[src/hdl/lcsl_pkg.sv]
// ----------------------------------------------------------------------------
// lcsl_pkg: shared types and constants
// Field widths, op codes and the engine status word for the longest common
// substring length block.
// ----------------------------------------------------------------------------
package lcsl_pkg;

  localparam int MaxLenDefault = 1024;

  localparam int OpW    = 2;
  localparam int SymW   = 8;
  localparam int MatchW = 11;

  localparam logic [OpW-1:0] OpFirst  = 2'd0;
  localparam logic [OpW-1:0] OpSecond = 2'd1;
  localparam logic [OpW-1:0] OpFinish = 2'd2;

  // largest length the result field can carry
  localparam logic [MatchW-1:0] LenFieldMax = 11'd2047;

  typedef struct packed {
    logic              done;
    logic [MatchW-1:0] length;
  } eng_status_t;

endpackage

[src/hdl/lcsl_engine.sv]
// ----------------------------------------------------------------------------
// lcsl_engine: diagonal run scanner
// Walks every diagonal of the match grid, one cell per cycle, through a
// single compare / increment unit and keeps the longest run seen.
// ----------------------------------------------------------------------------
module lcsl_engine #(
  parameter int MAX_LEN = lcsl_pkg::MaxLenDefault,
  parameter int AW      = (MAX_LEN > 1) ? $clog2(MAX_LEN) : 1,
  parameter int CW      = $clog2(MAX_LEN + 1)
) (
  input  logic                      clk,
  input  logic                      rst,
  input  logic                      start,
  input  logic [CW-1:0]             len_a,
  input  logic [CW-1:0]             len_b,
  output logic [AW-1:0]             addr_a,
  output logic [AW-1:0]             addr_b,
  input  logic [lcsl_pkg::SymW-1:0] data_a,
  input  logic [lcsl_pkg::SymW-1:0] data_b,
  output lcsl_pkg::eng_status_t     status
);

  typedef enum logic [1:0] {E_IDLE, E_WALK, E_DRAIN, E_DONE} state_t;

  localparam logic [CW-1:0] One = CW'(1);

  state_t        state;
  logic [CW-1:0] n, m;
  logic [CW-1:0] ia, ib;       // current cell
  logic [CW-1:0] sa, sb;       // start of current diagonal
  logic          phase_b;      // diagonals starting on the second string
  logic          at_start;
  logic          iss_v, iss_first;
  logic [CW-1:0] run, best;
  logic [CW-1:0] run_next;
  logic          end_diag;

  assign addr_a   = ia[AW-1:0];
  assign addr_b   = ib[AW-1:0];
  assign end_diag = ((ia + One) == n) || ((ib + One) == m);

  always_comb begin
    if (data_a == data_b) begin
      run_next = iss_first ? One : run + One;
    end else begin
      run_next = '0;
    end
  end

  always_ff @(posedge clk) begin
    if (rst) begin
      state     <= E_IDLE;
      iss_v     <= 1'b0;
      iss_first <= 1'b0;
      at_start  <= 1'b0;
      phase_b   <= 1'b0;
    end else begin
      // a cell address goes out on every walk cycle
      iss_v <= (state == E_WALK);
      unique case (state)
        E_IDLE: begin
          if (start) begin
            n        <= len_a;
            m        <= len_b;
            ia       <= '0;
            ib       <= '0;
            sa       <= '0;
            sb       <= '0;
            phase_b  <= 1'b0;
            at_start <= 1'b1;
            best     <= '0;
            state    <= (len_a == '0 || len_b == '0) ? E_DONE : E_WALK;
          end
        end
        E_WALK: begin
          iss_first <= at_start;
          if (!end_diag) begin
            ia       <= ia + One;
            ib       <= ib + One;
            at_start <= 1'b0;
          end else begin
            at_start <= 1'b1;
            if (!phase_b) begin
              if ((sa + One) < n) begin
                sa <= sa + One;
                ia <= sa + One;
                ib <= '0;
              end else if (m > One) begin
                phase_b <= 1'b1;
                sb      <= One;
                ia      <= '0;
                ib      <= One;
              end else begin
                state <= E_DRAIN;
              end
            end else begin
              if ((sb + One) < m) begin
                sb <= sb + One;
                ia <= '0;
                ib <= sb + One;
              end else begin
                state <= E_DRAIN;
              end
            end
          end
        end
        E_DRAIN: state <= E_DONE;
        E_DONE:  state <= E_IDLE;
        default: state <= E_IDLE;
      endcase

      // compare / accumulate stage, working in the cycle after the address issue
      if (iss_v) begin
        run <= run_next;
        if (run_next > best) begin
          best <= run_next;
        end
      end
    end
  end

  always_comb begin
    status.done = (state == E_DONE);
    if (32'(best) > 32'(lcsl_pkg::LenFieldMax)) begin
      status.length = lcsl_pkg::LenFieldMax;
    end else begin
      status.length = lcsl_pkg::MatchW'(best);
    end
  end

endmodule
[config.mk]
export PLATFORM = sky130hd
export DESIGN_NAME = lcsl_engine
export DESIGN_NICKNAME = d
export VERILOG_FILES = /design/src/hdl/lcsl_pkg.sv /design/src/hdl/lcsl_engine.sv
export SDC_FILE = /design/constraint.sdc
export NUM_CORES = 1
export LEC_CHECK = 0
export BUFFER_PORTS_ARGS = -buffer_cell sky130_fd_sc_hd__buf_2
export CAP_MARGIN = 20
export CORE_MARGIN = 8
export CORE_UTILIZATION = 60
export CTS_BUF_LIST = sky130_fd_sc_hd__clkbuf_8
export DETAILED_ROUTE_END_ITERATION = 6
export GPL_ROUTABILITY_DRIVEN = 1
export PLACE_DENSITY_LB_ADDON = 0.2
export SLEW_MARGIN = 20
export SYNTH_ARGS = -nofsm -noshare
export SYNTH_HDL_FRONTEND = slang
export SYNTH_SLANG_ARGS = --single-unit
[constraint.sdc]
create_clock -name clk -period 12.1 [get_ports clk]
set_clock_uncertainty 0.15 [all_clocks]
set_input_delay 0.605 -clock clk [delete_from_list [all_inputs] [get_ports clk]]
set_output_delay 0.605 -clock clk [all_outputs]
set_load 0.02 [all_outputs]
Yosys cells after proc, flatten, opt, wreduce, memory -nomap -nowiden --
Cells that the tools add are included. W data, S select, Z words.
Operators by class: reductions and logical operators 14, $add $sub $neg 5, multiplexer cells 44, eq/ne operators 17, bitwise gates (word level) 1, $lt $le $gt $ge 4
Operators by type and width (number):
- $mux W11 | 23
- $pmux W11 S2 | 4
- $add A11 B1 Y11 const B | 5
- $eq A11 B11 Y1 | 2
- $logic_not A11 Y1 | 2
- $lt A11 B11 Y1 | 2
- $mux W2 | 7
- $gt A11 B1 Y1 const B | 1
- $gt A11 B11 Y1 | 1
- $reduce_and A5 Y1 | 2
- $ne A3 B3 Y1 const B | 3
- $eq A8 B8 Y1 | 1
- $pmux W2 S4 | 1
- $mux W1 | 7
- $reduce_and A7 Y1 | 1
- $ne A2 B2 Y1 const B | 3
- $ne A3 B2 Y1 const B | 2
- $reduce_and A3 Y1 | 2
- $reduce_and A6 Y1 | 1
- $ne A5 B3 Y1 const B | 1
- $eq A2 B2 Y1 const B | 2
- $ne A4 B3 Y1 const B | 1
- $pmux W1 S2 | 2
- $reduce_and A2 Y1 | 2
- 6 further kinds | 7
Storage, ports and cells: output and inout bits 32, logic and storage cells 98, register bits after elaboration 94, input bits 41

Logic depth before layout (Yosys ltp) --
Gate-level depths: netlist of run 1.
depth after elaboration 6, depth in mapped cells 15, gate-level depth less buffers 13

Worst setup path after synthesis of run 1 --
Ideal clock, no wire load.
kind reg-to-reg, start register sa[2], end register ia[0] (enable), buffers on the path 0, path slack 8.115 ns, data required time 11.542 ns, arrival time 3.427 ns, cell stages (with the launch flop) 14, clock period less this slack 3.985 ns, setup time 0.408 ns, cell sequence edfxtp_1 -> and3_1 -> and2_1 -> nand4_1 -> xnor2_1 -> ha_1 -> a31o_2 -> a21oi_1 -> nand2_1 -> o31ai_1 -> nor3_1 -> nor2_1 -> nor2_1 -> a21oi_1
Between the ends: cells in the longest elaborated chain, start to end 4
RTL lines:
- start: declaration | line lcsl_engine.sv:30 | logic [CW-1:0] sa, sb;
- start signal: assignment | line lcsl_engine.sv:85 | sa <= sa + One;
- $add A11 B1 Y11 | line lcsl_engine.sv:84 | if ((sa + One) < n) begin
- $lt A11 B11 Y1 | line lcsl_engine.sv:84
- $ne A5 B3 Y1 (no source line)
- $reduce_and A5 Y1 (no source line)
- end signal: assignment | line lcsl_engine.sv:78 | ia <= ia + One;
- end signal: assignment | line lcsl_engine.sv:86 | ia <= sa + One;
- end: declaration | line lcsl_engine.sv:29 | logic [CW-1:0] ia, ib;
No other way between the ends. A chain may end at the register's enable or synchronous reset.

Worst setup path after layout of run 1 --
start register sa[2], end register sa[2] (enable)
Between the ends: cells in the longest elaborated chain, start to end 4
RTL lines (line):
- $add A11 B1 Y11 | lcsl_engine.sv:84
- $lt A11 B11 Y1 | lcsl_engine.sv:84
- $ne A2 B1 Y1 (no source line)
- $reduce_and A6 Y1 (no source line)
No other way between the ends.

==> impl_metrics.ini, run 1 <==
[synthesis]
avgSynthCellArea_sq_um = 10.50
post_synth_num_cell_types = 59
proportion_of_synthesized_chip_area_in_sequential_cells = 0.4474
ys_seq_elements = 94
number_of_enable_type_register_cells_in_the_synthesized_netlist = 88
syn-num-nets = 669
dominantRegCellSynth = edfxtp_1
yosysWarnings = 0
gate_count_after_technology_mapping = 588
synth-async-reset-ratio = 0
netlist_area_sq_um = 6175

[clocking]
post_cts.resized_instances = 0
postCtsSetupBuffers = 0
cts_hold_buffers = 0
clock_path_buffers = 2
clock_sink_count = 94
insertion_delay_ns = 0.37
cts_inserted_buffers = 9
cts.htree.levels = 3
cts_tree = built
clock_pin_transition_on_the_worst_setup_and_hold_timing_paths_ns = 0.09
ctsRootBufferMaster = clkbuf_8

[placement]
gpl.final_weighted_congestion = 0.8799
postPlaceCellArea_sq_um = 6477
numPlacedInstances = 756
hpwl_um = 10940
dp_worst_setup_slack_ns = 7.495
number_of_port_buffers = 72

[run_status]
run_status = finished clean

[timing]
max_slew_margin = 0.2683
rsz0062_at_grt = false
worst_slack_ns = 7.444
hold_slack_final_ns = 0.2678
finalHoldViolCount = 0
finalWorstPathRequiredPeriod_ns = 4.656
final_min_period_over_clock_period = 0.3848
finalMaxSlewViolations = 0
setup_violations = 0
tightest_slew_ns = 1.088
timing.fmax_ghz = 0.2148
setup_total_negative_slack_ns = 0

[die]
initial_cell_density_of_the_core = 0.6090
ios = 73
dieArea_sq_um = 13790
core_area_sq_um = 10140
fp.dieH_um = 117.4
row_count = 37
die_width_um = 117.4

[setup_path]
criticalPathCategory = flop to flop
worst-endpoint-required_ns = 11.94
setup.worst_path.end_class = flop
timing.critical_path.fanout_max = 13
worstSetupStartpointType = flop
critical_path.startpoint = sa[2]$_SDFFCE_PN0P_
arrival_time_of_the_worst_setup_path_ns = 4.49
critical_register_to_register_path_startpoint = sa[2]$_SDFFCE_PN0P_

[power]
leakagePower_nw = 2.615
power_per_cell_area_nw_per_um2 = 177.4
worst_ir_drop_vdd_mv = 0.08037
post-layout-total-power_mw = 1.184

[global_routing]
pin_count_of_the_biggest_net_entering_global_routing = 29
grt-ovfl-total = 0
grt_pass1_vias = 4653
track_usage = 0.2048
wire_length_of_the_first_global_routing_pass_um = 23100
antenna_found_initial = 0

[min_path]
hold_path.class = input port to flop
hold_start = len_b[2]

[final_layout]
final.fill_count = 841
postLayoutCoreUtil = 0.6582
final_nets = 712
finalInstanceArea_sq_um = 6673
syn_to_final_growth_pct = 8.065
insertedDiodeCount = 0
layout-drive-gt1-share = 0.1714
stdcell_count = 772

[detailed_routing]
drt_drc_violations_left = 0
vias = 4614
via_per_inst = 5.977
detailedRoute.firstIterationViolations = 412
wl_per_cell_um = 18.31
finalWirelength_um = 14140
drt_pre_antenna_iters = 5
postRouteAntennaNets = 0

[job]
cap_violations = 0
-- sequential cells by signal, indices dropped and copies added (netlist names) --
register,cells
at_start,1
best,11
ia,11
ib,11
iss_first,1
iss_v,1
m,11
n,11
phase_b,1
run,11
sa,11
sb,11
state,2
-- cells in the final DEF, fill, tap and decap left out, types with 7 or more instances in the layout --
cell type	Yosys	layout
xor2_1	16	16
nor4_1	9	9
and3_1	20	20
o21ai_0	9	9
ha_1	40	40
nand3_1	27	27
a21oi_1	21	20
o311ai_0	12	12
inv_1	43	44
and2_1	14	14
clkbuf_8	0	9
nand4_1	20	20
nand2_1	26	26
xnor2_1	54	54
nor2_1	36	35
buf_2	7	72
a2bb2oi_1	9	9
edfxtp_1	88	88
o31ai_1	16	16
nor3_1	7	7
-- worst max-delay path, stage by stage, from the launching register on --
cell and delay (ns):
edfxtp_1 0.42, and3_1 0.20, and2_1 0.23, nand4_1 0.14, xnor2_1 0.31, ha_1 0.33, a31o_2 0.24, a21oi_1 0.17
nand2_1 0.07, o31ai_1 0.28, nor2b_1 0.68, o21ai_0 0.19, a21oi_1 0.87
-- layer usage --
| metal | track usage | up-vias | wire length (um) |
|---|---|---|---|
| met1 | 0.2709 | 2210 | 6490 |
| met3 | 0.03885 | 16 | 824 |
| met5 | 0 | - | 0 |
| met4 | 0.09002 | 0 | 264 |
| met2 | 0.3201 | 143 | 6558 |
| li1 | - | 2245 | - |
-- cells in the mapped netlist, types with 2 or more instances --
cell type / instances / area, sq um
inv_1: 43 / 161.4
mux2_2: 6 / 67.56
nand3_1: 27 / 135.1
buf_2: 7 / 35.03
nand2b_1: 3 / 18.77
nor2_1: 36 / 135.1
nor2b_1: 3 / 18.77
xor2_1: 16 / 140.1
o211ai_1: 5 / 37.54
nor4_2: 2 / 25.02
dfxtp_1: 6 / 120.1
xnor2_1: 54 / 473.0
and3_1: 20 / 125.1
a32oi_1: 2 / 17.52
o311ai_0: 12 / 105.1
o21ai_0: 9 / 45.04
mux2i_1: 4 / 40.04
a31oi_1: 3 / 18.77
o21a_1: 6 / 45.04
or4_1: 2 / 15.01
a21o_1: 6 / 45.04
ha_1: 40 / 500.5
nor3_1: 7 / 35.03
buf_4: 21 / 157.7
o311a_1: 2 / 20.02
nand4_1: 20 / 125.1
and2_1: 14 / 87.58
o31ai_1: 16 / 120.1
edfxtp_1: 88 / 2643
nor4_1: 9 / 56.30
a2bb2oi_1: 9 / 78.83
clkbuf_1: 14 / 52.55
nand2_1: 26 / 97.59
or3_1: 4 / 25.02
a21oi_1: 21 / 105.1
nor3b_1: 2 / 15.01
-- worst paths after layout --
kind	to	slack (ns)	cells after the start
hold reg to reg	at_start$_SDFFE_PP0P_	0.34	2
setup / recovery	sa[2]$_SDFFCE_PN0P_	7.44	12
hold / removal	m[2]$_DFFE_PP_	0.27	1
setup reg to reg	sa[2]$_SDFFCE_PN0P_	7.44	12
-- kinds of logic after synthesis --
family	share of synthesized area
XOR/XNOR	0.1029
AO/OA/AOI/OAI	0.1242
buffers and inverters	0.06768
adder cells (fa/ha/maj)	0.08105
multiplexers	0.01743
flip-flops	0.4474
AND/OR/NAND/NOR	0.1593
-- power breakdown --
part | total (mW) | internal [mW] | switching (mW)
registers | 0.522 | 0.453 | 0.0692
logic | 0.456 | 0.178 | 0.278
clock network | 0.206 | 0.0944 | 0.111
total | 1.18 | 0.725 | 0.459
-- final cells by class --
cell class,count,area (sq um),area share
Multi-Input combinational cell,408,3005,0.4504
Sequential cell,94,2763,0.4140
Timing Repair Buffer,75,382.9,0.05738
Tap cell,136,170.2,0.02550
Inverter,43,161.4,0.02419
Clock buffer,9,123.9,0.01856
Clock inverter,7,66.31,0.009938
Note: power is estimated with default switching activity, not from simulation.
==> inputs of run 2 (changes only) <==
- clock period: 12.1 -> 4.44 ns (I/O delays scaled with it)
==> impl_metrics.ini, run 2 (synthesized netlist as in run 1, its figures left out) <==
[min_path]
min_delay_path_depth = 3
hold_path.class = input port to flop

[run_status]
run_status = finished clean

[clocking]
ctsRootBufferMaster = clkbuf_8
cts_tree = built
insertion_delay_ns = 0.37
post_cts.resized_instances = 0
cts_hold_buffers = 23
clock_path_buffers = 2
postCtsSetupBuffers = 0
clock_pin_transition_on_the_worst_setup_and_hold_timing_paths_ns = 0.10
cts_inserted_buffers = 9
cts.htree.levels = 3
clock_sink_count = 94

[setup_path]
worst_r2r_path_depth = 13
cpMostUsedCell = a21oi_1
arrival_time_of_the_worst_setup_path_ns = 3.71
criticalPathCategory = flop to flop
cp_slowest_cell = a21oi_1
worstPathCellList = and3_1 -> and2_1 -> nand4_1 -> xnor2_1 -> ha_1 -> a31o_2 -> a21oi_1 -> a21oi_1 -> o31ai_1 -> nand2b_1 -> mux2i_1 -> o21ai_0 -> a21oi_1
worst-endpoint-required_ns = 4.28
timing.critical_path.fanout_max = 11
worstSetupStartpointType = flop
cpPeakStageDelay_ns = 0.86
setup.worst_path.end_class = flop

[timing]
finalMaxSlewViolations = 0
finalWorstPathRequiredPeriod_ns = 3.867
tightest_slew_ns = 1.058
final_min_period_over_clock_period = 0.8710
setup_total_negative_slack_ns = 0
rsz0062_at_grt = false
setup_violations = 0
finalHoldViolCount = 0
timing.fmax_ghz = 0.2586
max_slew_margin = 0.2949

[die]
row_count = 37
dieArea_sq_um = 13790
die_width_um = 117.4
fp.dieH_um = 117.4
core_area_sq_um = 10140
ios = 73
initial_cell_density_of_the_core = 0.6090

[placement]
postPlaceCellArea_sq_um = 6507
gpl.final_weighted_congestion = 0.9139
number_of_port_buffers = 72
hpwl_um = 11210

[final_layout]
postLayoutCoreUtil = 0.6938
syn_to_final_growth_pct = 13.92
multi_input_area_sq_um = 3005
final_common_cell = edfxtp_1
layout.cells.most_common_list = 88 x edfxtp_1, 72 x buf_2, 54 x xnor2_1
layout-drive-gt1-share = 0.1719
final.fill_count = 748
final_nets = 739
regArea_sq_um = 2763
finalInstanceArea_sq_um = 7034
insertedDiodeCount = 0

[global_routing]
track_usage = 0.2202
pin_count_of_the_biggest_net_entering_global_routing = 29
wire_length_of_the_first_global_routing_pass_um = 24960
antenna_found_initial = 0
grt-ovfl-total = 0
grt_pass1_vias = 4882

[detailed_routing]
wl_per_cell_um = 18.90
postRouteAntennaNets = 0
via_per_inst = 6.025
drt_drc_violations_left = 0
vias = 4814
detailedRoute.firstIterationViolations = 348
finalWirelength_um = 15100
drt_pre_antenna_iters = 7

[power]
power_per_cell_area_nw_per_um2 = 499.4
worst_ir_drop_vdd_mv = 0.2150
post-layout-total-power_mw = 3.513
leakagePower_nw = 2.772

[job]
cap_violations = 0
run 2: layout make-up:
cell class / instances / share of cell area
clock buffers: 9 / 0.01761
clock inverters: 7 / 0.02383
inverters: 43 / 0.02295
multi-input cells: 408 / 0.4272
flip-flops and latches: 94 / 0.3927
well taps: 136 / 0.02419
repair buffers: 102 / 0.09143
run 2: routing by layer:
| metal | track usage | up-vias | share of wire |
|---|---|---|---|
| li1 | - | 2309 | - |
| met1 | 0.2816 | 2276 | 0.43 |
| met2 | 0.3441 | 190 | 0.47 |
| met3 | 0.04365 | 39 | 0.064 |
| met4 | 0.1200 | 0 | 0.037 |
| met5 | 0 | - | 0 |
run 2: through the flow:
step	hold slack, ns	cells	setup WS, ns
final	0.07886	799	0.5729
after global placement	0.2645	760	0.4762
after floorplan	0.1709	588	0.4551
after global routing	0.1032	799	0.3164
after CTS	0.06063	799	0.6033
after detailed placement	0.2654	760	0.3967
run 2: worst max-delay path: cells and delay by family (launching register included):
| family | cells | cell delay [ns] |
|---|---|---|
| mux | 1 | 0.16 |
| flops | 1 | 0.41 |
| simple gates | 4 | 0.70 |
| compound gates | 6 | 1.49 |
| fa+ha+maj | 1 | 0.36 |
| xor+xnor | 1 | 0.20 |
run 2: report_power, final:
group / switching (mW) / internal [mW]
logic: 0.760 / 0.507
clock network: 0.325 / 0.492
registers: 0.198 / 1.23
run 2: worst paths after layout:
kind	startpoint	endpoint	slack [ns]
max reg2reg	sa[2]$_SDFFCE_PN0P_	sb[7]$_SDFFCE_PN0P_	0.57
min	start	at_start$_SDFFE_PP0P_	0.08
min reg2reg	at_start$_SDFFE_PP0P_	at_start$_SDFFE_PP0P_	0.33
max	sa[2]$_SDFFCE_PN0P_	sb[7]$_SDFFCE_PN0P_	0.57
==> inputs of run 3 (changes only) <==
- CORE_MARGIN: 8 -> unset
- GPL_TIMING_DRIVEN: unset -> 0
==> impl_metrics.ini, run 3 (synthesized netlist as in run 1, its figures left out) <==
[timing]
rsz0062_at_grt = false
finalHoldViolCount = 0
setup_violations = 0
timing.fmax_ghz = 0.2382
tightest_slew_ns = 0.9860
hold_slack_final_ns = 0.07761
finalWorstPathRequiredPeriod_ns = 4.199
finalMaxSlewViolations = 0
max_slew_margin = 0.3427
final_min_period_over_clock_period = 0.9457

[global_routing]
grt_pass1_vias = 4879
pin_count_of_the_biggest_net_entering_global_routing = 23
antenna_found_initial = 0
grt-ovfl-total = 0
track_usage = 0.2853
wire_length_of_the_first_global_routing_pass_um = 22890

[min_path]
hold_path.class = input port to flop

[detailed_routing]
finalWirelength_um = 14180
via_per_inst = 5.943
drt_drc_violations_left = 0
postRouteAntennaNets = 0
wl_per_cell_um = 17.06
vias = 4939
detailedRoute.firstIterationViolations = 240
drt_pre_antenna_iters = 5

[die]
core_area_sq_um = 9864
row_count = 36
fp.dieH_um = 103.4
ios = 73
die_width_um = 103.4
initial_cell_density_of_the_core = 0.6260
dieArea_sq_um = 10700

[final_layout]
final_nets = 775
final_common_cell = edfxtp_1
syn_to_final_growth_pct = 16.43
insertedDiodeCount = 0
layout-drive-gt1-share = 0.1963
layout.cells.most_common_list = 88 x edfxtp_1, 78 x buf_2, 53 x xnor2_1
final.fill_count = 710

[placement]
hpwl_um = 10540
number_of_port_buffers = 71
gpl.final_weighted_congestion = 0.8869

[job]
cap_violations = 0

[setup_path]
criticalPathCategory = flop to flop
timing.critical_path.fanout_max = 11
setup.worst_path.end_class = flop
worstSetupStartpointType = flop
arrival_time_of_the_worst_setup_path_ns = 4.14
worst-endpoint-required_ns = 4.38

[clocking]
cts_inserted_buffers = 9
ctsRootBufferMaster = clkbuf_8
clock_pin_transition_on_the_worst_setup_and_hold_timing_paths_ns = 0.08
cts.htree.levels = 3
insertion_delay_ns = 0.37
clock_sink_count = 94
clock_path_buffers = 2
cts_tree = built

[power]
power_per_cell_area_nw_per_um2 = 474.8
post-layout-total-power_mw = 3.413
leakagePower_nw = 2.873
worst_ir_drop_vdd_mv = 0.2498

[run_status]
run_status = finished clean
[run 3: where the power goes]
group	internal (mW)	switching (mW)	leakage (nW)
clock network	0.309	0.299	0.108
registers	1.23	0.178	0.893
logic	0.592	0.803	1.87
total	2.13	1.28	2.87
[run 3: per-stage QoR]
step / setup slack [ns] / instance area (sq um) / TNS, ns / utilization / std cells
3_5_place_dp: -0.3655 / 6725 / -4.016 / 0.6818 / 793
3_3_place_gp: -0.5223 / 6696 / -14.37 / 0.6788 / 792
6_report: 0.2411 / 7189 / 0 / 0.7288 / 831
5_1_grt: 0.004291 / 7189 / 0 / 0.7288 / 831
4_1_cts: 0.009391 / 7161 / 0 / 0.7259 / 830
2_1_floorplan: 0.4551 / 6175 / 0 / - / 588
[run 3: layer usage]
layer,GRT usage,vias up,share of wire
li1,-,2372,-
met4,0.1517,0,0.036
met1,0.3612,2334,0.43
met5,0,-,0
met2,0.4656,186,0.48
met3,0.05376,47,0.059
[run 3: cell type report]
type | instances | area, sq um | area share
multi-input cells | 408 | 3027 | 0.4210
flip-flops and latches | 94 | 2763 | 0.3843
repair buffers | 95 | 610.6 | 0.08493
plain buffers | 43 | 257.7 | 0.03585
well taps | 133 | 166.4 | 0.02315
inverters | 43 | 161.4 | 0.02245
clock buffers | 9 | 123.9 | 0.01723
clock inverters | 6 | 80.08 | 0.01114
[run 3: critical path, stage by stage (launching register included)]
cell and delay, ns:
edfxtp_1 0.52, ha_1 0.33, nand4_1 0.16, xnor2_1 0.34, ha_1 0.32, a31o_2 0.21
a21oi_1 0.20, nand2_1 0.09, o31ai_1 0.44, nor2b_1 0.32, clkbuf_2 0.27, o21ai_0 0.22
a21oi_4 0.20, buf_12 0.15
[run 3: final timing paths]
check	to	cells past startpoint	startpoint	slack, ns
setup / recovery	sa[9]$_SDFFCE_PN0P_	13	sa[0]$_SDFFCE_PN0P_	0.24
hold / removal	iss_v$_SDFF_PP0_	2	rst	0.08
setup reg to reg	sa[9]$_SDFFCE_PN0P_	13	sa[0]$_SDFFCE_PN0P_	0.24
hold reg to reg	at_start$_SDFFE_PP0P_	2	at_start$_SDFFE_PP0P_	0.36
[run 3: timing repair]
item                                    4_1_cts  5_1_grt
setup buffers                                 0        1
hold endpoints to repair                     22        0
pin swaps                                     0        1
endpoints found under the setup margin       11       11
resized for setup                             2        3
hold buffers                                 22        0
